[config.mk]
export PLATFORM = sky130hd
export DESIGN_NAME = bresenham_line_rasterizer_core_flat
export DESIGN_NICKNAME = d
export VERILOG_FILES = /design/src/rtl/core/blr_pkg.sv /design/src/rtl/core/blr_seg_if.sv /design/src/rtl/core/blr_pix_if.sv /design/src/rtl/core/bresenham_line_rasterizer_core.sv /design/src/rtl/core/blr_front.sv /design/src/rtl/core/blr_queue.sv /design/src/rtl/core/blr_walker.sv /design/src/flat_wrapper.sv
export SDC_FILE = /design/constraint.sdc
export NUM_CORES = 1
export LEC_CHECK = 0
export ABC_AREA = 1
export BUFFER_PORTS_ARGS = -buffer_cell sky130_fd_sc_hd__buf_2
export CORE_AREA = 2 2 192 194
export CTS_BUF_LIST = sky130_fd_sc_hd__clkbuf_8
export CTS_CLUSTER_SIZE = 12
export DETAILED_ROUTE_END_ITERATION = 10
export DIE_AREA = 0 0 194 196
export HOLD_SLACK_MARGIN = 0.02
export PLACE_DENSITY = 0.37
export SLEW_MARGIN = 0
export SYNTH_ARGS = -nofsm -noshare
export SYNTH_HDL_FRONTEND = slang
export SYNTH_SLANG_ARGS = --single-unit
[constraint.sdc]
create_clock -name i_clk -period 4.7 [get_ports i_clk]
set_input_delay 0.235 -clock i_clk [delete_from_list [all_inputs] [get_ports i_clk]]
set_output_delay 0.235 -clock i_clk [all_outputs]
set_load 0.01 [all_outputs]
[src/rtl/core/blr_pkg.sv]
// Shared constants and types for the line rasterizer.
`default_nettype none
package blr_pkg;
    localparam int unsigned COORD_BITS    = 6;
    localparam int unsigned PIX_BITS      = 6;
    localparam int unsigned GRID_BITS     = 7;
    localparam int unsigned QUEUE_DEPTH   = 2;
    localparam int unsigned APB_ADDR_BITS = 3;
    localparam int unsigned APB_DATA_BITS = 32;

    localparam logic [GRID_BITS-1:0] GRID_WIDTH_RESET  = 7'd42;
    localparam logic [GRID_BITS-1:0] GRID_HEIGHT_RESET = 7'd28;

    typedef enum logic {
        REG_GRID_WIDTH  = 1'b0,
        REG_GRID_HEIGHT = 1'b1
    } t_reg_index;

    typedef enum logic {
        WALK_IDLE = 1'b0,
        WALK_RUN  = 1'b1
    } t_walk_state;

    typedef struct packed {
        logic [GRID_BITS-1:0] width;
        logic [GRID_BITS-1:0] height;
    } t_grid_cfg;
endpackage
`default_nettype wire

[src/rtl/core/blr_seg_if.sv]
// Segment input channel: valid/ready plus the two endpoints.
`default_nettype none
interface blr_seg_if;
    logic                          valid;
    logic                          ready;
    logic [blr_pkg::PIX_BITS-1:0]  start_x;
    logic [blr_pkg::PIX_BITS-1:0]  start_y;
    logic [blr_pkg::PIX_BITS-1:0]  end_x;
    logic [blr_pkg::PIX_BITS-1:0]  end_y;

    modport source (output valid, output start_x, output start_y,
                    output end_x, output end_y, input ready);
    modport sink   (input valid, input start_x, input start_y,
                    input end_x, input end_y, output ready);
endinterface
`default_nettype wire

[src/rtl/core/blr_pix_if.sv]
// Pixel output channel: valid/ready plus one rasterized point.
`default_nettype none
interface blr_pix_if;
    logic                          valid;
    logic                          ready;
    logic [blr_pkg::PIX_BITS-1:0]  pixel_x;
    logic [blr_pkg::PIX_BITS-1:0]  pixel_y;
    logic                          visible;
    logic                          last_point;

    modport source (output valid, output pixel_x, output pixel_y,
                    output visible, output last_point, input ready);
    modport sink   (input valid, input pixel_x, input pixel_y,
                    input visible, input last_point, output ready);
endinterface
`default_nettype wire

[src/rtl/core/bresenham_line_rasterizer_core.sv]
// Line rasterizer top level: APB grid registers, segment queue and walker.
//
// Usage: segments enter on i_seg (start and end point), a valid/ready
// transaction per segment. Points leave on o_pix, one transaction per lattice
// point from start to end, with a visibility flag against the grid size and
// last_point set on the end point.
// Grid width and height reset to 42 and 28 and are written over the APB port (0x0, 0x4);
// write them only while no segment is in flight, as the block does not enforce this.
// Throughput: a segment gives max(|dx|,|dy|)+1 points, and the walker loads it from
// the queue before its first point; its single error-update step per cycle sets the
// point rate while o_pix does not stall.
// Path: a segment is stored in the queue, loaded into the walker's registers, and its
// first point is then registered in the output register before it leaves on o_pix.
// The front end keeps taking segments into a short queue while the walker
// works. A stalled o_pix holds its point and freezes the walker; once the
// queue is full, i_seg.ready drops.
// Reset clears the queue, the walker state and the output valid.
`default_nettype none
module bresenham_line_rasterizer_core #(
    parameter int unsigned COORD_BITS  = blr_pkg::COORD_BITS,
    parameter int unsigned QUEUE_DEPTH = blr_pkg::QUEUE_DEPTH,
    localparam int unsigned DESC_W     = 6 * COORD_BITS + 2
) (
    input  logic                               i_clk,
    input  logic                               i_rst_n,
    blr_seg_if.sink                            i_seg,
    blr_pix_if.source                          o_pix,
    input  logic                               psel,
    input  logic                               penable,
    input  logic                               pwrite,
    input  logic [blr_pkg::APB_ADDR_BITS-1:0]  paddr,
    input  logic [blr_pkg::APB_DATA_BITS-1:0]  pwdata,
    output logic [blr_pkg::APB_DATA_BITS-1:0]  prdata,
    output logic                               pready
);
    logic [blr_pkg::GRID_BITS-1:0] r_grid_width, r_grid_height;
    blr_pkg::t_reg_index           w_reg;
    blr_pkg::t_grid_cfg            w_cfg;
    logic                          w_wr;

    logic              w_push_valid, w_push_ready;
    logic [DESC_W-1:0] w_push_desc;
    logic              w_pop_valid, w_pop_ready;
    logic [DESC_W-1:0] w_pop_desc;

    assign pready = 1'b1;
    assign w_reg  = blr_pkg::t_reg_index'(paddr[2]);
    assign w_wr   = psel && penable && pwrite;

    always_ff @(posedge i_clk) begin
        if (!i_rst_n) begin
            r_grid_width  <= blr_pkg::GRID_WIDTH_RESET;
            r_grid_height <= blr_pkg::GRID_HEIGHT_RESET;
        end else if (w_wr) begin
            unique case (w_reg)
                blr_pkg::REG_GRID_WIDTH:  r_grid_width  <= pwdata[blr_pkg::GRID_BITS-1:0];
                blr_pkg::REG_GRID_HEIGHT: r_grid_height <= pwdata[blr_pkg::GRID_BITS-1:0];
                default: ;
            endcase
        end
    end

    always_comb begin
        unique case (w_reg)
            blr_pkg::REG_GRID_WIDTH:  prdata = blr_pkg::APB_DATA_BITS'(r_grid_width);
            blr_pkg::REG_GRID_HEIGHT: prdata = blr_pkg::APB_DATA_BITS'(r_grid_height);
            default:                  prdata = '0;
        endcase
    end

    assign w_cfg.width  = r_grid_width;
    assign w_cfg.height = r_grid_height;

    blr_front #(
        .COORD_BITS (COORD_BITS)
    ) u_front (
        .i_seg        (i_seg),
        .o_push_valid (w_push_valid),
        .i_push_ready (w_push_ready),
        .o_desc       (w_push_desc)
    );

    blr_queue #(
        .WIDTH (DESC_W),
        .DEPTH (QUEUE_DEPTH)
    ) u_queue (
        .i_clk        (i_clk),
        .i_rst_n      (i_rst_n),
        .i_push_valid (w_push_valid),
        .o_push_ready (w_push_ready),
        .i_push_data  (w_push_desc),
        .o_pop_valid  (w_pop_valid),
        .i_pop_ready  (w_pop_ready),
        .o_pop_data   (w_pop_desc)
    );

    blr_walker #(
        .COORD_BITS (COORD_BITS)
    ) u_walker (
        .i_clk       (i_clk),
        .i_rst_n     (i_rst_n),
        .i_pop_valid (w_pop_valid),
        .o_pop_ready (w_pop_ready),
        .i_desc      (w_pop_desc),
        .i_cfg       (w_cfg),
        .o_pix       (o_pix)
    );
endmodule
`default_nettype wire

[src/rtl/core/blr_front.sv]
// Front end: accepts segments, derives deltas and step directions.
`default_nettype none
module blr_front #(
    parameter int unsigned COORD_BITS = blr_pkg::COORD_BITS,
    localparam int unsigned DESC_W    = 6 * COORD_BITS + 2
) (
    blr_seg_if.sink           i_seg,
    output logic              o_push_valid,
    input  logic              i_push_ready,
    output logic [DESC_W-1:0] o_desc
);
    logic [COORD_BITS-1:0] w_sx, w_sy, w_tx, w_ty, w_dx, w_dy;
    logic                  w_xneg, w_yneg;

    always_comb begin
        w_sx   = COORD_BITS'(i_seg.start_x);
        w_sy   = COORD_BITS'(i_seg.start_y);
        w_tx   = COORD_BITS'(i_seg.end_x);
        w_ty   = COORD_BITS'(i_seg.end_y);
        w_xneg = !(w_sx < w_tx);
        w_yneg = !(w_sy < w_ty);
        w_dx   = w_xneg ? (w_sx - w_tx) : (w_tx - w_sx);
        w_dy   = w_yneg ? (w_sy - w_ty) : (w_ty - w_sy);
    end

    assign o_desc       = {w_sx, w_sy, w_tx, w_ty, w_dx, w_dy, w_xneg, w_yneg};
    assign o_push_valid = i_seg.valid;
    assign i_seg.ready  = i_push_ready;
endmodule
`default_nettype wire

[src/rtl/core/blr_queue.sv]
// Small register FIFO between the front end and the walker.
`default_nettype none
module blr_queue #(
    parameter int unsigned WIDTH = 8,
    parameter int unsigned DEPTH = blr_pkg::QUEUE_DEPTH,
    localparam int unsigned PW   = $clog2(DEPTH),
    localparam int unsigned CW   = $clog2(DEPTH + 1)
) (
    input  logic             i_clk,
    input  logic             i_rst_n,
    input  logic             i_push_valid,
    output logic             o_push_ready,
    input  logic [WIDTH-1:0] i_push_data,
    output logic             o_pop_valid,
    input  logic             i_pop_ready,
    output logic [WIDTH-1:0] o_pop_data
);
    logic [WIDTH-1:0] r_mem [DEPTH];
    logic [PW-1:0]    r_wr_ptr, n_wr_ptr;
    logic [PW-1:0]    r_rd_ptr, n_rd_ptr;
    logic [CW-1:0]    r_count, n_count;
    logic             w_push, w_pop;

    assign o_push_ready = (r_count != CW'(DEPTH));
    assign o_pop_valid  = (r_count != '0);
    assign o_pop_data   = r_mem[r_rd_ptr];
    assign w_push       = i_push_valid && o_push_ready;
    assign w_pop        = o_pop_valid && i_pop_ready;

    always_comb begin
        n_wr_ptr = r_wr_ptr;
        n_rd_ptr = r_rd_ptr;
        n_count  = r_count;
        if (w_push) begin
            n_wr_ptr = (r_wr_ptr == PW'(DEPTH - 1)) ? '0 : r_wr_ptr + 1'b1;
        end
        if (w_pop) begin
            n_rd_ptr = (r_rd_ptr == PW'(DEPTH - 1)) ? '0 : r_rd_ptr + 1'b1;
        end
        if (w_push && !w_pop) begin
            n_count = r_count + 1'b1;
        end else if (w_pop && !w_push) begin
            n_count = r_count - 1'b1;
        end
    end

    always_ff @(posedge i_clk) begin
        if (!i_rst_n) begin
            r_wr_ptr <= '0;
            r_rd_ptr <= '0;
            r_count  <= '0;
        end else begin
            r_wr_ptr <= n_wr_ptr;
            r_rd_ptr <= n_rd_ptr;
            r_count  <= n_count;
        end
    end

    always_ff @(posedge i_clk) begin
        if (w_push) begin
            r_mem[r_wr_ptr] <= i_push_data;
        end
    end

`ifndef SYNTHESIS
    a_count_bound: assert property (@(posedge i_clk) disable iff (!i_rst_n)
        r_count <= CW'(DEPTH))
        else $error("queue occupancy above depth");
`endif
endmodule
`default_nettype wire

[src/rtl/core/blr_walker.sv]
// Back end: Bresenham error walk, one point per cycle to an output register unless o_pix stalls.
`default_nettype none
module blr_walker #(
    parameter int unsigned COORD_BITS = blr_pkg::COORD_BITS,
    localparam int unsigned DESC_W    = 6 * COORD_BITS + 2,
    localparam int unsigned EW        = COORD_BITS + 3
) (
    input  logic               i_clk,
    input  logic               i_rst_n,
    input  logic               i_pop_valid,
    output logic               o_pop_ready,
    input  logic [DESC_W-1:0]  i_desc,
    input  blr_pkg::t_grid_cfg i_cfg,
    blr_pix_if.source          o_pix
);
    blr_pkg::t_walk_state  r_state, n_state;
    logic [COORD_BITS-1:0] r_x, r_y, r_tx, r_ty, r_dx, r_dy;
    logic                  r_xneg, r_yneg;
    logic signed [EW-1:0]  r_err;

    logic                  r_out_valid;
    logic [blr_pkg::PIX_BITS-1:0] r_out_x, r_out_y;
    logic                  r_out_vis, r_out_last;

    logic [COORD_BITS-1:0] d_sx, d_sy, d_tx, d_ty, d_dx, d_dy;
    logic                  d_xneg, d_yneg;

    logic                  w_done, w_can_emit, w_emit, w_pop;
    logic signed [EW:0]    w_e2, w_pdx, w_ndy, w_err_sum;
    logic signed [EW:0]    w_init;
    logic                  w_step_x, w_step_y;

    assign {d_sx, d_sy, d_tx, d_ty, d_dx, d_dy, d_xneg, d_yneg} = i_desc;

    assign w_done     = (r_x == r_tx) && (r_y == r_ty);
    assign w_can_emit = !r_out_valid || o_pix.ready;

    always_comb begin
        n_state = r_state;
        unique case (r_state)
            blr_pkg::WALK_IDLE: begin
                if (i_pop_valid) begin
                    n_state = blr_pkg::WALK_RUN;
                end
            end
            blr_pkg::WALK_RUN: begin
                if (w_can_emit && w_done) begin
                    n_state = blr_pkg::WALK_IDLE;
                end
            end
            default: n_state = blr_pkg::WALK_IDLE;
        endcase
    end

    always_comb begin
        o_pop_ready = 1'b0;
        w_emit      = 1'b0;
        unique case (r_state)
            blr_pkg::WALK_IDLE: o_pop_ready = 1'b1;
            blr_pkg::WALK_RUN:  w_emit      = w_can_emit;
            default: begin
                o_pop_ready = 1'b0;
                w_emit      = 1'b0;
            end
        endcase
    end

    assign w_pop = i_pop_valid && o_pop_ready;

    always_comb begin
        w_e2      = {r_err, 1'b0};
        w_pdx     = (EW + 1)'($signed({1'b0, r_dx}));
        w_ndy     = -(EW + 1)'($signed({1'b0, r_dy}));
        w_step_x  = (w_e2 >= w_ndy);
        w_step_y  = (w_e2 <= w_pdx);
        w_err_sum = (EW + 1)'(r_err) + (w_step_x ? w_ndy : '0) + (w_step_y ? w_pdx : '0);
        w_init    = (EW + 1)'($signed({1'b0, d_dx})) - (EW + 1)'($signed({1'b0, d_dy}));
    end

    always_ff @(posedge i_clk) begin
        if (!i_rst_n) begin
            r_state     <= blr_pkg::WALK_IDLE;
            r_out_valid <= 1'b0;
        end else begin
            r_state <= n_state;
            if (w_emit) begin
                r_out_valid <= 1'b1;
            end else if (o_pix.ready) begin
                r_out_valid <= 1'b0;
            end
        end
    end

    always_ff @(posedge i_clk) begin
        if (w_pop) begin
            r_x    <= d_sx;
            r_y    <= d_sy;
            r_tx   <= d_tx;
            r_ty   <= d_ty;
            r_dx   <= d_dx;
            r_dy   <= d_dy;
            r_xneg <= d_xneg;
            r_yneg <= d_yneg;
            r_err  <= EW'(w_init);
        end else if (w_emit && !w_done) begin
            r_err <= EW'(w_err_sum);
            if (w_step_x) begin
                r_x <= r_xneg ? r_x - 1'b1 : r_x + 1'b1;
            end
            if (w_step_y) begin
                r_y <= r_yneg ? r_y - 1'b1 : r_y + 1'b1;
            end
        end
        if (w_emit) begin
            r_out_x    <= blr_pkg::PIX_BITS'(r_x);
            r_out_y    <= blr_pkg::PIX_BITS'(r_y);
            r_out_vis  <= (blr_pkg::GRID_BITS'(r_x) < i_cfg.width) &&
                          (blr_pkg::GRID_BITS'(r_y) < i_cfg.height);
            r_out_last <= w_done;
        end
    end

    assign o_pix.valid      = r_out_valid;
    assign o_pix.pixel_x    = r_out_x;
    assign o_pix.pixel_y    = r_out_y;
    assign o_pix.visible    = r_out_vis;
    assign o_pix.last_point = r_out_last;

`ifndef SYNTHESIS
    a_pop_idle: assert property (@(posedge i_clk) disable iff (!i_rst_n)
        w_pop |=> (r_state == blr_pkg::WALK_RUN))
        else $error("segment loaded but walker not running");
    a_last_ends: assert property (@(posedge i_clk) disable iff (!i_rst_n)
        (w_emit && w_done) |=> (r_state == blr_pkg::WALK_IDLE) && r_out_valid && r_out_last)
        else $error("final point did not end the walk");
    a_emit_run: assert property (@(posedge i_clk) disable iff (!i_rst_n)
        (r_out_valid && !$past(r_out_valid)) |-> $past(r_state == blr_pkg::WALK_RUN))
        else $error("point emitted outside a walk");
`endif
endmodule
`default_nettype wire

[src/flat_wrapper.sv]
// flat-port wrapper written by rule: the top's interface ports become plain ports
module bresenham_line_rasterizer_core_flat 
#(
    parameter int unsigned COORD_BITS  = blr_pkg::COORD_BITS,
    parameter int unsigned QUEUE_DEPTH = blr_pkg::QUEUE_DEPTH,
    localparam int unsigned DESC_W     = 6 * COORD_BITS + 2
)
  (i_clk, i_rst_n, psel, penable, pwrite, paddr, pwdata, prdata, pready, i_seg_valid, i_seg_start_x, i_seg_start_y, i_seg_end_x, i_seg_end_y, i_seg_ready, o_pix_valid, o_pix_pixel_x, o_pix_pixel_y, o_pix_visible, o_pix_last_point, o_pix_ready);
  blr_seg_if i_seg_i ();
  blr_pix_if o_pix_i ();
  input  logic i_clk;
  input  logic i_rst_n;
  input  logic psel;
  input  logic penable;
  input  logic pwrite;
  input  logic [blr_pkg::APB_ADDR_BITS-1:0] paddr;
  input  logic [blr_pkg::APB_DATA_BITS-1:0] pwdata;
  output logic [blr_pkg::APB_DATA_BITS-1:0] prdata;
  output logic pready;
  input wire logic [$bits(i_seg_i.valid)-1:0] i_seg_valid;
  input wire logic [$bits(i_seg_i.start_x)-1:0] i_seg_start_x;
  input wire logic [$bits(i_seg_i.start_y)-1:0] i_seg_start_y;
  input wire logic [$bits(i_seg_i.end_x)-1:0] i_seg_end_x;
  input wire logic [$bits(i_seg_i.end_y)-1:0] i_seg_end_y;
  output wire logic [$bits(i_seg_i.ready)-1:0] i_seg_ready;
  output wire logic [$bits(o_pix_i.valid)-1:0] o_pix_valid;
  output wire logic [$bits(o_pix_i.pixel_x)-1:0] o_pix_pixel_x;
  output wire logic [$bits(o_pix_i.pixel_y)-1:0] o_pix_pixel_y;
  output wire logic [$bits(o_pix_i.visible)-1:0] o_pix_visible;
  output wire logic [$bits(o_pix_i.last_point)-1:0] o_pix_last_point;
  input wire logic [$bits(o_pix_i.ready)-1:0] o_pix_ready;
  assign i_seg_i.valid = i_seg_valid;
  assign i_seg_i.start_x = i_seg_start_x;
  assign i_seg_i.start_y = i_seg_start_y;
  assign i_seg_i.end_x = i_seg_end_x;
  assign i_seg_i.end_y = i_seg_end_y;
  assign i_seg_ready = i_seg_i.ready;
  assign o_pix_valid = o_pix_i.valid;
  assign o_pix_pixel_x = o_pix_i.pixel_x;
  assign o_pix_pixel_y = o_pix_i.pixel_y;
  assign o_pix_visible = o_pix_i.visible;
  assign o_pix_last_point = o_pix_i.last_point;
  assign o_pix_i.ready = o_pix_ready;
  bresenham_line_rasterizer_core #(.COORD_BITS(COORD_BITS), .QUEUE_DEPTH(QUEUE_DEPTH)) u_core (.i_clk(i_clk), .i_rst_n(i_rst_n), .i_seg(i_seg_i), .o_pix(o_pix_i), .psel(psel), .penable(penable), .pwrite(pwrite), .paddr(paddr), .pwdata(pwdata), .prdata(prdata), .pready(pready));
endmodule
# Word-level counts from Yosys, hierarchy flattened
# Memories as Yosys holds them, arrays and structs flattened. A register that Yosys moved wholly into a read port is not among the register bits.
# Index checks and enable logic that the tools add are counted.
[classes]
n_bitwise = 2
magnitude_cmp = 6
n_addsub = 16
reduce_logical = 27
eq_ne = 3
mux = 30
[op_table]
columns = ["op", "n"]
rows = [
  ["$mux W6", 11],
  ["$pmux W32 S2", 1],
  ["$mux W9", 3],
  ["$sub A6 B6 Y6", 4],
  ["$lt A6 B7 Y1", 2],
  ["$add A6 B1 Y6 const B", 2],
  ["$eq A6 B6 Y1", 2],
  ["$lt A6 B6 Y1", 2],
  ["$mux W1", 12],
  ["$reduce_bool A2 Y1", 6],
  ["$sub A6 B1 Y6 const B", 2],
  ["$ge A10 B10 Y1", 1],
  ["$le A10 B7 Y1", 1],
  ["$logic_and A1 B1 Y1", 10],
  ["$neg A6 Y10", 1],
  ["$add A9 B6 Y9", 1],
  ["$add A9 B9 Y9", 1],
  ["$reduce_and A2 Y1", 4],
  ["$sub A6 B6 Y7", 1],
  ["$logic_not A1 Y1", 6],
  ["$mux W2", 2],
  ["$add A1 B1 Y1 const B", 2],
  ["$add A2 B1 Y2 const B", 1],
  ["$ne A2 B2 Y1 const B", 1],
  ["other kinds (4)", 5],
]
[totals]
mem_bits_rw = 76
register_bits = 81
out_inout_bits = 49
n_memories = 1
in_bits = 66
word_cells = 105
[mem_list]
columns = ["memory", "words", "word_bits", "rd", "rd_ports_with_merged_regs", "wr", "line_no", "rtl"]
rows = [
  ["u_core.u_queue.r_mem", 2, 38, 1, 1, 1, "blr_queue.sv:18", "logic [WIDTH-1:0] r_mem [DEPTH];"],
]

# Depth between registers and ports, before layout
[depth]
depth_word = 7
ltp_mapped = 30
mapped_depth_nobuf = 30

# Hierarchy
# Synthesis repeated with hierarchy kept, for this count alone.
[hier_totals]
cells_unflattened = 952
area_unflattened_um2 = 9593.0
[by_module_without_submodules]
columns = ["module", "cells_each", "seq_area_each_um2", "area_each_um2", "n_inst"]
rows = [
  ["blr_walker", 448, 1871.8, 4237.8, 1],
  ["blr_queue", 155, 2382.3, 3064.2, 1],
  ["blr_front", 218, 0.0, 1407.6, 1],
  ["bresenham_line_rasterizer_core", 131, 280.3, 883.3, 1],
]

# Least setup slack after synthesis
# Ideal clock, no wire load.
[synth_path]
kind = "register -> register"
from = "reg u_core.u_walker.r_dy[0]"
to = "reg u_core.u_walker.r_err[7] (data pin)"
required_ns = 4.438
t_arrival_ns = 3.636
path_buffers = 0
stages_incl_launch_ff = 27
path_slack_ns = 0.802
setup_time_ns = 0.262
path_cell_list = "edfxtp_1 inv_1 ha_1 nand2_1 nor2_1 nand2_1 nor2_1 ha_1 nand2_2 inv_1 a21oi_1 nand4_1 nand3_4 inv_2 or2_1 inv_1 fa_1 ha_1 inv_1 nor2_1 o21ai_0 nand2_1 nand2_1 nand2_1 a21oi_1 xor2_1 o21ai_0"
[synth_between]
elab_chain_len = 7
[synth_lines]
columns = ["element", "line_no", "rtl"]
rows = [
  ["start: declaration", "blr_walker.sv:17", "logic [COORD_BITS-1:0] r_x, r_y, r_tx, r_ty, r_dx, r_dy;"],
  ["start signal: assignment", "blr_walker.sv:101", "r_dy <= d_dy;"],
  ["$neg A6 Y10 *", "blr_walker.sv:73", "w_ndy = -(EW + 1)'($signed({1'b0, r_dy}));"],
  ["$ge A10 B10 Y1", "blr_walker.sv:74", "w_step_x = (w_e2 >= w_ndy);"],
  ["$mux W9 *", "blr_walker.sv:76", "w_err_sum = (EW + 1)'(r_err) + (w_step_x ? w_ndy : '0) + (w_step_y ? w_pdx : '0);"],
  ["$add A9 B9 Y9 *", "blr_walker.sv:76", ""],
  ["$add A9 B6 Y9 *", "blr_walker.sv:76", ""],
  ["$mux W9 *", "blr_walker.sv:105", "end else if (w_emit && !w_done) begin"],
  ["$mux W9 *", "blr_walker.sv:95", "if (w_pop) begin"],
  ["end signal: assignment", "blr_walker.sv:104", "r_err <= EW'(w_init);"],
  ["end signal: assignment", "blr_walker.sv:106", "r_err <= EW'(w_err_sum);"],
  ["end: declaration", "blr_walker.sv:19", "logic signed [EW-1:0] r_err;"],
]
# Mark *: on every way between the ends. The rest lies on a longest branch, timed or not. The select of a mux whose other input is x is not followed.
# A chain may end at the register's enable or synchronous reset.

# Final worst setup path
[layout_path]
from = "reg u_core.u_walker.r_dy[1]"
to = "reg u_core.u_walker.r_err[8] (data pin)"
# Same word-level chain as after synthesis.

==> run_results.csv <==
group,metric,value,unit
status,outcome,"finished clean",
timing,rsz0062_at_grt,"no",
run,cap_violations,0,
timing,skew,0.0220,ns
place,dpl_worst_slack,0.259,ns
worst_setup_path,cp.required,4.92,ns
timing,finalCritPeriodShare,0.908,
global_route,antenna_found_initial,0,
floorplanning,num_rows,70,
clock_network,clock-sinks,158,
yosys,synthXorXnorAreaFrac,0.0375,
global_route,track_usage,0.116,
timing,fin_ws,0.433,ns
worst_setup_path,end_kind,"flop",
yosys,avgSynthCellArea,9.97,um^2
power_and_ir_drop,ir_worst_vdd,0.000230,V
yosys,synth_cell_types,45,
drt,drt-wirelength-per-cell,14.6,um
worst_setup_path,startpoint_type,"flop",
final_layout,design_area,0.0104,mm^2
global_route,grt_pass1_wl,33600,um
timing,setup_viol,0,
clock_network,h-tree-depth,4,
place,io_buffers,61,
final_layout,diodes,0,
final_layout,nets,1135,
min_path,min_path_type,"in -> reg",
clock_network,cts_max_path_buffers,2,
yosys,ys_seq_area_frac,0.511,
timing,final_hold_viol_count,0,
timing,tns,0,ns
clock_network,root_buffer,"clkbuf_8",
timing,final-max-slew-violation-count,0,
floorplanning,core,0.0361,mm^2
floorplanning,die_area,0.0380,mm^2
yosys,syn_inst,889,
global_route,grt_overflow,0,
floorplanning,io_pins,115,
global_route,grt_pass1_vias,5857,
yosys,yosysWarnings,0,
global_route,grt_max_degree,54,
yosys,synth_compound_area_frac,0.0902,
yosys,synthSimpleGateAreaFrac,0.135,
worst_setup_path,crit_type,"reg -> reg",
drt,firstDrtPassIters,4,
floorplanning,start_util,0.246,
yosys,netlist_area,0.00887,mm^2
final_layout,final_cell_mix,"192 x nand2_1, 140 x inv_1, 137 x edfxtp_1",
yosys,synth_top_family_by_area,"simple AND/OR/NAND/NOR gates",
drt,drtIter0Drc,283,
timing,worstMarginPinSlew,0.825,ns
power_and_ir_drop,leakage,4.65,nW
drt,route.detailed.drc,0,
place,gp_congestion,0.760,
final_layout,fin_util,0.289,
floorplanning,dieHeight,196,um
clock_network,tritoncts,"yes",
clock_network,cts_buffers,17,
place,hpwl,15600,um
worst_setup_path,critPathMaxFanout,5,
floorplanning,die_w,194,um
yosys,ys_ff_latch,158,
drt,vias_per_cell,4.02,
drt,num_vias,5889,
yosys,synth.mux.area_fraction,0.00480,
power_and_ir_drop,power.density,678,mW/mm^2
yosys,yosys.area_share.adder,0.130,
place,placed_area,0.00964,mm^2
final_layout,syn2layout_area_growth,17.5,%
place,dp.cells,1405,
drt,ant_nets,0,
final_layout,drive_gt1_frac,0.138,
timing,max_freq,234,MHz
worst_setup_path,worstPathArrival,4.49,ns
clock_network,clk_pin_slew,0.09,ns
timing,max_slew_margin,0.449,
timing,period_minus_slack,4.27,ns
drt,drt-total-wl,21300,um
final_layout,final_common_cell,"nand2_1",
clock_network,clk_latency,0.47,ns
final_layout,fin_cells,1466,
where the power goes:
group | leakage [nW] | switching (W) | internal, W | total (W)
combinational | 2.94 | 0.00210 | 0.00126 | 0.00336
clock | 0.248 | 0.000532 | 0.000673 | 0.00120
sequential | 1.46 | 0.000305 | 0.00219 | 0.00249
total | 4.65 | 0.00294 | 0.00412 | 0.00706
kinds of logic after synthesis:
group                      count (synthesis)
and+or+nand+nor                          285
buffers and inverters                    181
other                                      2
adders and majority gates                 84
AOI/OAI and AO/OA                        137
muxes                                      4
DFF                                      158
xor gates and xnor gates                  38
layer usage:
metal,global-route usage,vias to the layer above,routed length [um]
met5,0,-,0
met2,0.179,88,9420
met1,0.164,2708,11100
met4,0.0303,0,193
li1,-,3084,-
met3,0.0236,9,636
final cells by class:
type                            count  area (um^2)
Clock buffer                       20          275
Fill cell                        3844        25700
Clock inverter                     12          191
Multi-Input combinational cell    574         3680
Tap cell                          468          586
Timing Repair Buffer               96          636
Inverter                          138          518
Sequential cell                   158         4530
worst paths after layout:
check,endpoint,startpoint,cells past startpoint,slack (ns)
min,u_core.u_queue.r_mem[0][21],i_seg_end_x[1],1,0.06
max,u_core.u_walker.r_err[8],u_core.u_walker.r_dy[1],25,0.43
min reg2reg,u_core.u_queue.r_rd_ptr,u_core.u_queue.r_rd_ptr,1,0.46
max reg2reg,u_core.u_walker.r_err[8],u_core.u_walker.r_dy[1],25,0.43
repair_timing:
item,CTS,global route
setup endpoints to repair,0,3
gates resized for setup,0,9
hold buffers,27,0
endpoints found under the hold margin,48,0
setup buffers,0,2
state kept, by name, summed over array words and instances (netlist names), 2 cells and up, named ones only:
signal / flops
u_core.u_walker.r_x: 6
u_core.u_walker.o_pix.pixel_y: 6
u_core.u_walker.r_tx: 6
u_core.u_walker.r_ty: 6
u_core.u_walker.r_dx: 6
u_core.r_grid_height: 7
u_core.u_queue.r_count: 2
u_core.r_grid_width: 7
u_core.u_walker.o_pix.pixel_x: 6
u_core.u_walker.r_y: 6
u_core.u_walker.r_dy: 6
u_core.u_walker.r_err: 9
u_core.u_queue.r_mem: 76
per-stage QoR:
| stage | hold slack, ns | total power, W |
|---|---|---|
| 2_1_floorplan | 0.334 | 0.00492 |
| 3_3_place_gp | 0.437 | 0.00589 |
| 3_5_place_dp | 0.447 | 0.00589 |
| 4_1_cts | 0.0211 | 0.00715 |
| 5_1_grt | 0.0260 | 0.00779 |
| 6_report | 0.0581 | 0.00706 |
worst max-delay path, stage by stage, from the launching register on:
cell	delay, ns
edfxtp_1	0.47
inv_1	0.09
ha_1	0.15
nand2_1	0.10
nor2_1	0.13
nand2_2	0.10
nor2_2	0.11
ha_1	0.25
nand2_2	0.10
inv_1	0.05
a21oi_2	0.15
nand4_1	0.16
nand3_4	0.12
buf_4	0.16
nand2_1	0.05
inv_1	0.07
nand2_1	0.08
fa_1	0.51
inv_1	0.04
ha_1	0.34
a21oi_1	0.16
o21ai_0	0.08
a31oi_1	0.29
nand3_2	0.12
nand3_2	0.08
nand2_1	0.06
cells in the mapped netlist:
cell type  instances  area, um^2
o211ai_1           2        15.0
nand3_4            1        17.5
nand2_4            1        11.3
a21o_1             2        15.0
o32ai_1            3        26.3
conb_1             2        7.51
xnor2_1           15         131
nor3_2             1        10.0
a21oi_1           45         225
nand3b_1           1        7.51
nor2_4             1        11.3
or2_1              1        6.26
o21ai_2            2        17.5
a211oi_1           2        15.0
nand4_1            4        25.0
xor2_1            23         201
edfxtp_1         137        4110
nor2_1            49         184
mux2_2             1        11.3
a221oi_1           5        43.8
o21ai_1            4        20.0
mux2_1             1        11.3
dfxtp_1           21         420
inv_1            137         514
inv_2              1        3.75
o21ai_0           52         260
buf_6              1        11.3
o22ai_1            2        12.5
a21oi_2            2        17.5
mux2i_1            2        20.0
ha_1              70         876
o21bai_1           3        22.5
nor3_1             1        5.00
o21bai_4           2        37.5
clkbuf_1          11        41.3
o22a_1             1        8.76
nand3_2            4        40.0
nand2_2            4        25.0
fa_1              14         280
nand3_1           13        65.1
or2_2             10        62.6
buf_2              3        15.0
a31oi_1           10        62.6
buf_4             28         210
nand2_1          194         728
(Power assumes the default switching activity.)
